[src/hw/rtl/cfd_pkg.sv]
package cfd_pkg;

   // Width of the decoded-byte counter.
   localparam int LEN_BITS = 16;
   // Width of the capacity register and of the reported length.
   localparam int CAP_BITS = 16;
   localparam int OUT_LEN_BITS = 16;
   // Counter and capacity are compared at the wider of the two widths.
   localparam int CMP_BITS = (LEN_BITS > CAP_BITS) ? LEN_BITS : CAP_BITS;

   localparam logic [CAP_BITS-1:0] CAP_RESET = {CAP_BITS{1'b1}};
   localparam logic [CMP_BITS-1:0] LEN_MAX = CMP_BITS'({LEN_BITS{1'b1}});

   // Code byte that opens a full block with no implied zero after it.
   localparam logic [7:0] CODE_FULL_BLOCK = 8'hFF;

   typedef logic [LEN_BITS-1:0] count_type;
   typedef logic [CMP_BITS-1:0] cmp_type;

   typedef enum logic [1:0] {
      MODE_RUN,
      MODE_TRACK,
      MODE_STOP
   } mode_type;

   typedef struct packed {
      logic [7:0] in_byte;
      logic       in_last;
   } req_type;

   typedef struct packed {
      logic [7:0]              out_byte;
      logic                    out_valid;
      logic                    frame_done;
      logic                    err_zero_input;
      logic                    err_input_short;
      logic                    err_overflow;
      logic [OUT_LEN_BITS-1:0] out_length;
   } rsp_type;

   // Input stage contents handed to the decode core.
   typedef struct packed {
      logic    valid;
      req_type item;
   } stage_type;

   // Decode result handed to the output register.
   typedef struct packed {
      logic    valid;
      rsp_type data;
   } result_type;

endpackage

[src/hw/rtl/cfd_in_reg.sv]
module cfd_in_reg (
   input  logic            clock,
   input  logic            reset,
   input  logic            req_valid,
   output logic            req_ready,
   input  cfd_pkg::req_type req_data,
   input  logic            take,
   output cfd_pkg::stage_type stage
);
   import cfd_pkg::*;

   logic    valid_ff;
   logic    valid_in;
   req_type item_ff;
   logic    accept;

   // The register can load whenever it is empty or its item moves on this cycle.
   assign req_ready = !valid_ff || take;
   assign accept = req_valid && req_ready;

   always_comb begin
      valid_in = valid_ff;
      if (accept) begin
         valid_in = 1'b1;
      end else if (take) begin
         valid_in = 1'b0;
      end
   end

   always_ff @(posedge clock) begin
      if (reset) begin
         valid_ff <= 1'b0;
      end else begin
         valid_ff <= valid_in;
      end
   end

   // Payload register; no reset needed.
   always_ff @(posedge clock) begin
      if (accept) begin
         item_ff <= req_data;
      end
   end

   assign stage.valid = valid_ff;
   assign stage.item = item_ff;

endmodule

[src/hw/rtl/cfd_core.sv]
module cfd_core (
   input  logic                   clock,
   input  logic                   reset,
   input  logic                   csr_wr_en,
   input  logic [cfd_pkg::CAP_BITS-1:0] csr_wr_data,
   input  cfd_pkg::stage_type     stage,
   input  logic                   advance,
   output cfd_pkg::result_type    result
);
   import cfd_pkg::*;

   logic [CAP_BITS-1:0] capacity_ff;
   logic [7:0]          block_left_ff, block_left_in;
   logic                zero_pending_ff, zero_pending_in;
   count_type           count_ff, count_in;
   mode_type            mode_ff, mode_in;
   logic                err_zero_ff, err_zero_in;
   logic                err_short_ff, err_short_in;
   logic                err_ovf_ff, err_ovf_in;

   cmp_type    cap_ext;
   cmp_type    cap;
   cmp_type    count_ext;
   cmp_type    count_after_ext;
   count_type  count_after;
   logic       room;
   logic       room_after;
   logic       go;
   logic [7:0] b;
   logic       last;
   logic [7:0] ob;
   logic       valid;

   // Capacity register; the user writes it only while the block is idle, unchecked.
   always_ff @(posedge clock) begin
      if (reset) begin
         capacity_ff <= CAP_RESET;
      end else if (csr_wr_en) begin
         capacity_ff <= csr_wr_data;
      end
   end

   // The applied limit is the smaller of the register and the counter range.
   assign cap_ext = CMP_BITS'(capacity_ff);
   assign cap = (cap_ext < LEN_MAX) ? cap_ext : LEN_MAX;
   assign count_ext = CMP_BITS'(count_ff);
   assign room = count_ext < cap;

   // A released pending zero bumps the count before the code byte is checked.
   assign count_after = (zero_pending_ff && room) ? count_ff + count_type'(1) : count_ff;
   assign count_after_ext = CMP_BITS'(count_after);
   assign room_after = count_after_ext < cap;

   assign b = stage.item.in_byte;
   assign last = stage.item.in_last;

   // Next state and result for the item in the input register.
   always_comb begin
      block_left_in = block_left_ff;
      zero_pending_in = zero_pending_ff;
      count_in = count_ff;
      mode_in = mode_ff;
      err_zero_in = err_zero_ff;
      err_short_in = err_short_ff;
      err_ovf_in = err_ovf_ff;
      ob = 8'h00;
      valid = 1'b0;
      go = 1'b1;

      case (mode_ff)
         MODE_RUN: begin
            if (block_left_ff == 8'h00) begin
               // Code byte: release the pending zero first.
               if (zero_pending_ff) begin
                  zero_pending_in = 1'b0;
                  if (room) begin
                     valid = 1'b1;
                     count_in = count_after;
                  end else begin
                     err_ovf_in = 1'b1;
                     mode_in = MODE_STOP;
                     go = 1'b0;
                  end
               end
               if (go) begin
                  if (b == 8'h00) begin
                     err_zero_in = 1'b1;
                     mode_in = MODE_STOP;
                  end else begin
                     block_left_in = b - 8'h01;
                     if (!room_after) begin
                        err_ovf_in = 1'b1;
                        mode_in = MODE_TRACK;
                     end else begin
                        zero_pending_in = (b != CODE_FULL_BLOCK);
                     end
                  end
               end
            end else begin
               // Data byte inside a block.
               block_left_in = block_left_ff - 8'h01;
               if (room) begin
                  if (b == 8'h00) begin
                     err_zero_in = 1'b1;
                  end
                  ob = b;
                  valid = 1'b1;
                  count_in = count_ff + count_type'(1);
               end else begin
                  err_ovf_in = 1'b1;
                  zero_pending_in = 1'b0;
                  mode_in = MODE_TRACK;
               end
            end
         end
         MODE_TRACK: begin
            // Count out the rest of the block after an overflow.
            if (block_left_ff != 8'h00) begin
               block_left_in = block_left_ff - 8'h01;
            end else begin
               mode_in = MODE_STOP;
            end
         end
         default: begin
         end
      endcase

      // Frame end: a block left open means the input was short.
      if (last && mode_in != MODE_STOP && block_left_in != 8'h00) begin
         err_short_in = 1'b1;
      end

      result.valid = valid || last;
      result.data.out_byte = ob;
      result.data.out_valid = valid;
      result.data.frame_done = last;
      result.data.err_zero_input = last && err_zero_in;
      result.data.err_input_short = last && err_short_in;
      result.data.err_overflow = last && err_ovf_in;
      result.data.out_length = last ? OUT_LEN_BITS'(count_in) : '0;

      // Per-frame state clears after the frame end is reported.
      if (last) begin
         block_left_in = 8'h00;
         zero_pending_in = 1'b0;
         count_in = '0;
         mode_in = MODE_RUN;
         err_zero_in = 1'b0;
         err_short_in = 1'b0;
         err_ovf_in = 1'b0;
      end
   end

   always_ff @(posedge clock) begin
      if (reset) begin
         block_left_ff <= 8'h00;
         zero_pending_ff <= 1'b0;
         count_ff <= '0;
         mode_ff <= MODE_RUN;
         err_zero_ff <= 1'b0;
         err_short_ff <= 1'b0;
         err_ovf_ff <= 1'b0;
      end else if (advance) begin
         block_left_ff <= block_left_in;
         zero_pending_ff <= zero_pending_in;
         count_ff <= count_in;
         mode_ff <= mode_in;
         err_zero_ff <= err_zero_in;
         err_short_ff <= err_short_in;
         err_ovf_ff <= err_ovf_in;
      end
   end

endmodule

[src/hw/rtl/cfd_out_reg.sv]
module cfd_out_reg (
   input  logic                clock,
   input  logic                reset,
   input  logic                load,
   input  cfd_pkg::result_type result,
   output logic                space,
   output logic                rsp_valid,
   input  logic                rsp_ready,
   output cfd_pkg::rsp_type    rsp_data
);
   import cfd_pkg::*;

   logic    valid_ff;
   logic    valid_in;
   rsp_type data_ff;
   logic    capture;

   // The register takes a new result when empty or being drained this cycle.
   assign space = !valid_ff || rsp_ready;
   assign capture = load && result.valid;

   always_comb begin
      valid_in = valid_ff;
      if (capture) begin
         valid_in = 1'b1;
      end else if (rsp_ready) begin
         valid_in = 1'b0;
      end
   end

   always_ff @(posedge clock) begin
      if (reset) begin
         valid_ff <= 1'b0;
      end else begin
         valid_ff <= valid_in;
      end
   end

   always_ff @(posedge clock) begin
      if (capture) begin
         data_ff <= result.data;
      end
   end

   assign rsp_valid = valid_ff;
   assign rsp_data = data_ff;

endmodule

[src/hw/rtl/cobs_frame_decoder.sv]
// COBS frame decoder.
// The req channel carries one encoded byte per transfer, with in_last set on
// the final byte of a frame. The rsp channel carries one transfer for each
// decoded byte (out_valid set); the frame's last byte also sets frame_done,
// with the error flags and the decoded length, alone if it yields no byte.
// Other bytes yielding nothing, such as plain code bytes, cause no rsp transfer.
// The csr port writes the per-frame output capacity; write it only while no
// frame is in flight.
// A byte's result is held in the input register, then in the output register.
// Throughput: one byte per cycle while rsp_ready is high; the decode step
// between the input register and the output register is combinational.
// When rsp_ready is low the output register holds its result, the input
// register fills, and then req_ready drops until the receiver takes a transfer.
// A synchronous reset empties both registers, clears the frame state and sets
// the capacity to 65535.
module cobs_frame_decoder (
   input  logic                          clock,
   input  logic                          reset,
   input  logic                          req_valid,
   output logic                          req_ready,
   input  cfd_pkg::req_type              req_data,
   output logic                          rsp_valid,
   input  logic                          rsp_ready,
   output cfd_pkg::rsp_type              rsp_data,
   input  logic                          csr_wr_en,
   input  logic [cfd_pkg::CAP_BITS-1:0]  csr_wr_data
);
   import cfd_pkg::*;

   stage_type  stage;
   result_type result;
   logic       space;
   logic       advance;

   // The item moves through the decode step when the output side has room.
   assign advance = stage.valid && space;

   cfd_in_reg u_in_reg (
      .clock     (clock),
      .reset     (reset),
      .req_valid (req_valid),
      .req_ready (req_ready),
      .req_data  (req_data),
      .take      (advance),
      .stage     (stage)
   );

   cfd_core u_core (
      .clock       (clock),
      .reset       (reset),
      .csr_wr_en   (csr_wr_en),
      .csr_wr_data (csr_wr_data),
      .stage       (stage),
      .advance     (advance),
      .result      (result)
   );

   cfd_out_reg u_out_reg (
      .clock     (clock),
      .reset     (reset),
      .load      (advance),
      .result    (result),
      .space     (space),
      .rsp_valid (rsp_valid),
      .rsp_ready (rsp_ready),
      .rsp_data  (rsp_data)
   );

endmodule
[config.mk]
export PLATFORM = sky130hd
export DESIGN_NAME = cobs_frame_decoder
export DESIGN_NICKNAME = d
export VERILOG_FILES = /design/src/hw/rtl/cfd_pkg.sv /design/src/hw/rtl/cfd_in_reg.sv /design/src/hw/rtl/cfd_core.sv /design/src/hw/rtl/cfd_out_reg.sv /design/src/hw/rtl/cobs_frame_decoder.sv
export SDC_FILE = /design/constraint.sdc
export NUM_CORES = 1
export LEC_CHECK = 0
export BUFFER_PORTS_ARGS = -buffer_cell sky130_fd_sc_hd__buf_2
export CAP_MARGIN = 25
export CORE_MARGIN = 2
export CORE_UTILIZATION = 55
export CTS_CLUSTER_SIZE = 10
export DETAILED_ROUTE_END_ITERATION = 16
export GPL_TIMING_DRIVEN = 0
export PLACE_DENSITY_LB_ADDON = 0.08
export SYNTH_ARGS = -nofsm -noshare
export SYNTH_HDL_FRONTEND = slang
export SYNTH_SLANG_ARGS = --single-unit
[constraint.sdc]
create_clock -name clock -period 9.15 [get_ports clock]
set_input_delay 0 -clock clock [delete_from_list [all_inputs] [get_ports clock]]
set_output_delay 0 -clock clock [all_outputs]
set_load 0.005 [all_outputs]
==> flow_summary.json <==
{
  "post-route-util_pct": 67.8,
  "drt_pass1_iterations": 5,
  "cts_tree": "yes",
  "postSynthCellCount": 564,
  "grt_util_met3_pct": 3.48,
  "async_flop_share_pct": 0,
  "drc_errors": 0,
  "drt_iter0_markers": 280,
  "min_period_over_period_pct": 55.5,
  "ant_nets": 0,
  "ys_types": 59,
  "yosysSeqAreaShare_pct": 41.5,
  "layout_common_cells": "68 x buf_2, 64 x nand2_1, 48 x dfxtp_1",
  "outcome": "finished clean",
  "cp.required_ps": 9400,
  "grt_pass1_wl_um": 20700,
  "drt-total-wl_um": 12600,
  "swShare_pct": 31.4,
  "clkTransAtPathRegs_ps": 100,
  "endpoint_kind": "flip-flop",
  "cap_viol_max_count": 0,
  "ir_drop_v": 0.0000807,
  "cp_max_fo": 10,
  "rows": 34,
  "wire_per_inst_um": 16.2,
  "power_frac_comb_pct": 22.0,
  "fp.coreArea_sq_um": 8810,
  "seqPwrFrac_pct": 49.6,
  "yosys_warnings": 0,
  "clockBufferDepth": 2,
  "die_w_um": 99.9,
  "cts_sinks": 86,
  "p_clk_share_pct": 28.4,
  "register_area_sq_um": 2100,
  "area_growth_pct": 18.1,
  "setup_tns_ps": 0,
  "syn_nets": 627,
  "pin_count": 61,
  "powerDensity_nw_per_um2": 147,
  "initial_core_util_pct": 57.5,
  "hp-class": "in2reg",
  "grt_use_met2_pct": 40.5,
  "grtUsageMet1_pct": 38.8,
  "maxSlewHeadroom_pct": 53.7,
  "critical_path_class": "reg2reg",
  "cts_inserted_buffers": 9,
  "final_nets": 726,
  "drv_slew": 0,
  "synthFlopType": "dfxtp_1",
  "startpoint_type": "flip-flop",
  "drive_gt1_share_pct": 14.8,
  "grt.total_usage_pct": 26.0,
  "finalPower_uw": 879,
  "grt-ovfl-total": 0,
  "ys_ff_latch": 86,
  "power.leakage_uw": 0.00252,
  "antenna_found_initial": 0,
  "clk_latency_ps": 360,
  "multiInputGateArea_sq_um": 2740,
  "grt_setup_unrepaired": "no",
  "h-tree-depth": 3,
  "root_buffer": "clkbuf_8",
  "hpwl_um": 9350,
  "tightest_slew_ps": 692,
  "period_minus_slack_ps": 5080,
  "gr-max-usage-layer": "met2",
  "io_buffer_count": 60,
  "gp_congestion": 0.941,
  "netlist_area_sq_um": 5060,
  "die_y_um": 99.9,
  "max_clock_freq_ghz": 0.197,
  "worstPathArrival_ps": 5330,
  "syn_avg_cell_area_sq_um": 8.97,
  "internal_power_uw": 603,
  "grt_pass1_vias": 4218,
  "setup_viol": 0,
  "final_hold_viol_count": 0,
  "power_switching_uw": 276,
  "antenna_cells": 0,
  "finalClockSkew_ps": 15.4,
  "via_count": 4528,
  "grt_max_degree": 26,
  "synth_enable_flop_cells": 38,
  "final_common_cell": "buf_2",
  "fill_cells": 724,
  "post_cts_resized": 0,
  "viasPerCell": 5.84,
  "die_area_sq_um": 9980
}
==> layer usage <==
| metal | wire length (um) | vias up |
|---|---|---|
| li1 | - | 2220 |
| met1 | 6000 | 2101 |
| met2 | 5530 | 193 |
| met3 | 918 | 14 |
| met4 | 138 | 0 |
| met5 | 0 | - |
==> kinds of logic (layout without fill, tap and decap cells) <==
kind of cell | Yosys count | count (layout) | synth area share [%]
xor gates and xnor gates | 35 | 35 | 6.06
DFF | 86 | 86 | 41.5
buffers and inverters | 54 | 158 | 4.35
muxes | 5 | 5 | 1.04
AOI/OAI and AO/OA | 142 | 142 | 18.0
and+or+nand+nor | 209 | 209 | 20.8
adders and majority gates | 33 | 33 | 8.16
==> cell type report <==
cell class,instances,share of cell area [%]
timing repair buffer,88,10.0
clock inverter,7,0.943
buffer,30,2.18
inverter,24,1.51
clock buffer,9,2.07
sequential,86,35.2
multi-input combinational,424,45.8
tap,108,2.26
==> metrics by stage <==
step	instances	hold WS, ps	area (sq um)	setup WS, ps
2_1_floorplan	564	98.9	5060	4750
3_3_place_gp	732	178	5500	4250
3_5_place_dp	733	178	5520	4180
4_1_cts	776	0.0690	5970	4150
5_1_grt	776	24.9	5970	3720
6_report	776	16.1	5970	4070
==> flip-flops by register name, summed over array words and instances, names as in the netlist <==
signal                  count
u_out_reg.rsp_data         29
u_out_reg.rsp_valid         1
u_core.err_short_ff         1
u_in_reg.stage              9
u_core.err_ovf_ff           1
u_core.err_zero_ff          1
u_core.count_ext           16
u_core.block_left_ff        8
u_core.zero_pending_ff      1
u_core.mode_ff              2
u_core.cap_ext             16
u_in_reg.valid_ff           1
==> critical path, cell delays in order, from the launching register on <==
cell	delay, ps
dfxtp_1	480
ha_1	290
a21o_1	180
a221o_1	350
a221o_1	420
a211oi_2	510
clkbuf_1	360
nand2_1	110
xnor2_1	200
ha_1	270
a21o_1	150
a21o_1	170
a21oi_1	140
o211ai_1	110
a221oi_1	410
and2_1	190
a32oi_1	140
a2111oi_2	410
nor2_1	60
==> synth_stat cells, types with 9 or more instances <==
| master | number | area [sq um] |
|---|---|---|
| or3_1 | 16 | 100 |
| nor2_1 | 43 | 161 |
| nor3_1 | 9 | 45.0 |
| inv_1 | 23 | 86.3 |
| o211ai_1 | 19 | 143 |
| a21oi_1 | 47 | 235 |
| edfxtp_1 | 38 | 1140 |
| o21ai_0 | 29 | 145 |
| and3_1 | 13 | 81.3 |
| nand2_1 | 64 | 240 |
| and2_1 | 27 | 169 |
| dfxtp_1 | 48 | 961 |
| xnor2_1 | 29 | 254 |
| clkbuf_1 | 21 | 78.8 |
| ha_1 | 33 | 413 |
==> timing repair <==
item / CTS / global route
hold buffers: 27 / 0
endpoints found under the hold margin: 26 / 0
buffers inserted: 0 / 0
==> power groups by stage <==
stage | Combinational (uW) | Clock [uW] | Sequential, uW
after floorplan | 125 | 0 | 444
after global placement | 176 | 0 | 445
after global routing | 215 | 269 | 439
after CTS | 191 | 253 | 436
after detailed placement | 181 | 0 | 445
final | 193 | 249 | 436
==> final timing paths <==
| kind | startpoint | endpoint | slack [ps] | cells past startpoint |
|---|---|---|---|---|
| max | u_core.count_ext[6] | u_core.mode_ff[0] | 4070 | 18 |
| min | rsp_ready | u_out_reg.rsp_valid | 20 | 3 |
| max reg2reg | u_core.count_ext[6] | u_core.mode_ff[0] | 4070 | 18 |
| min reg2reg | u_core.block_left_ff[4] | u_core.block_left_ff[4] | 510 | 2 |
No activity file was read; power rests on OpenSTA's default activity.
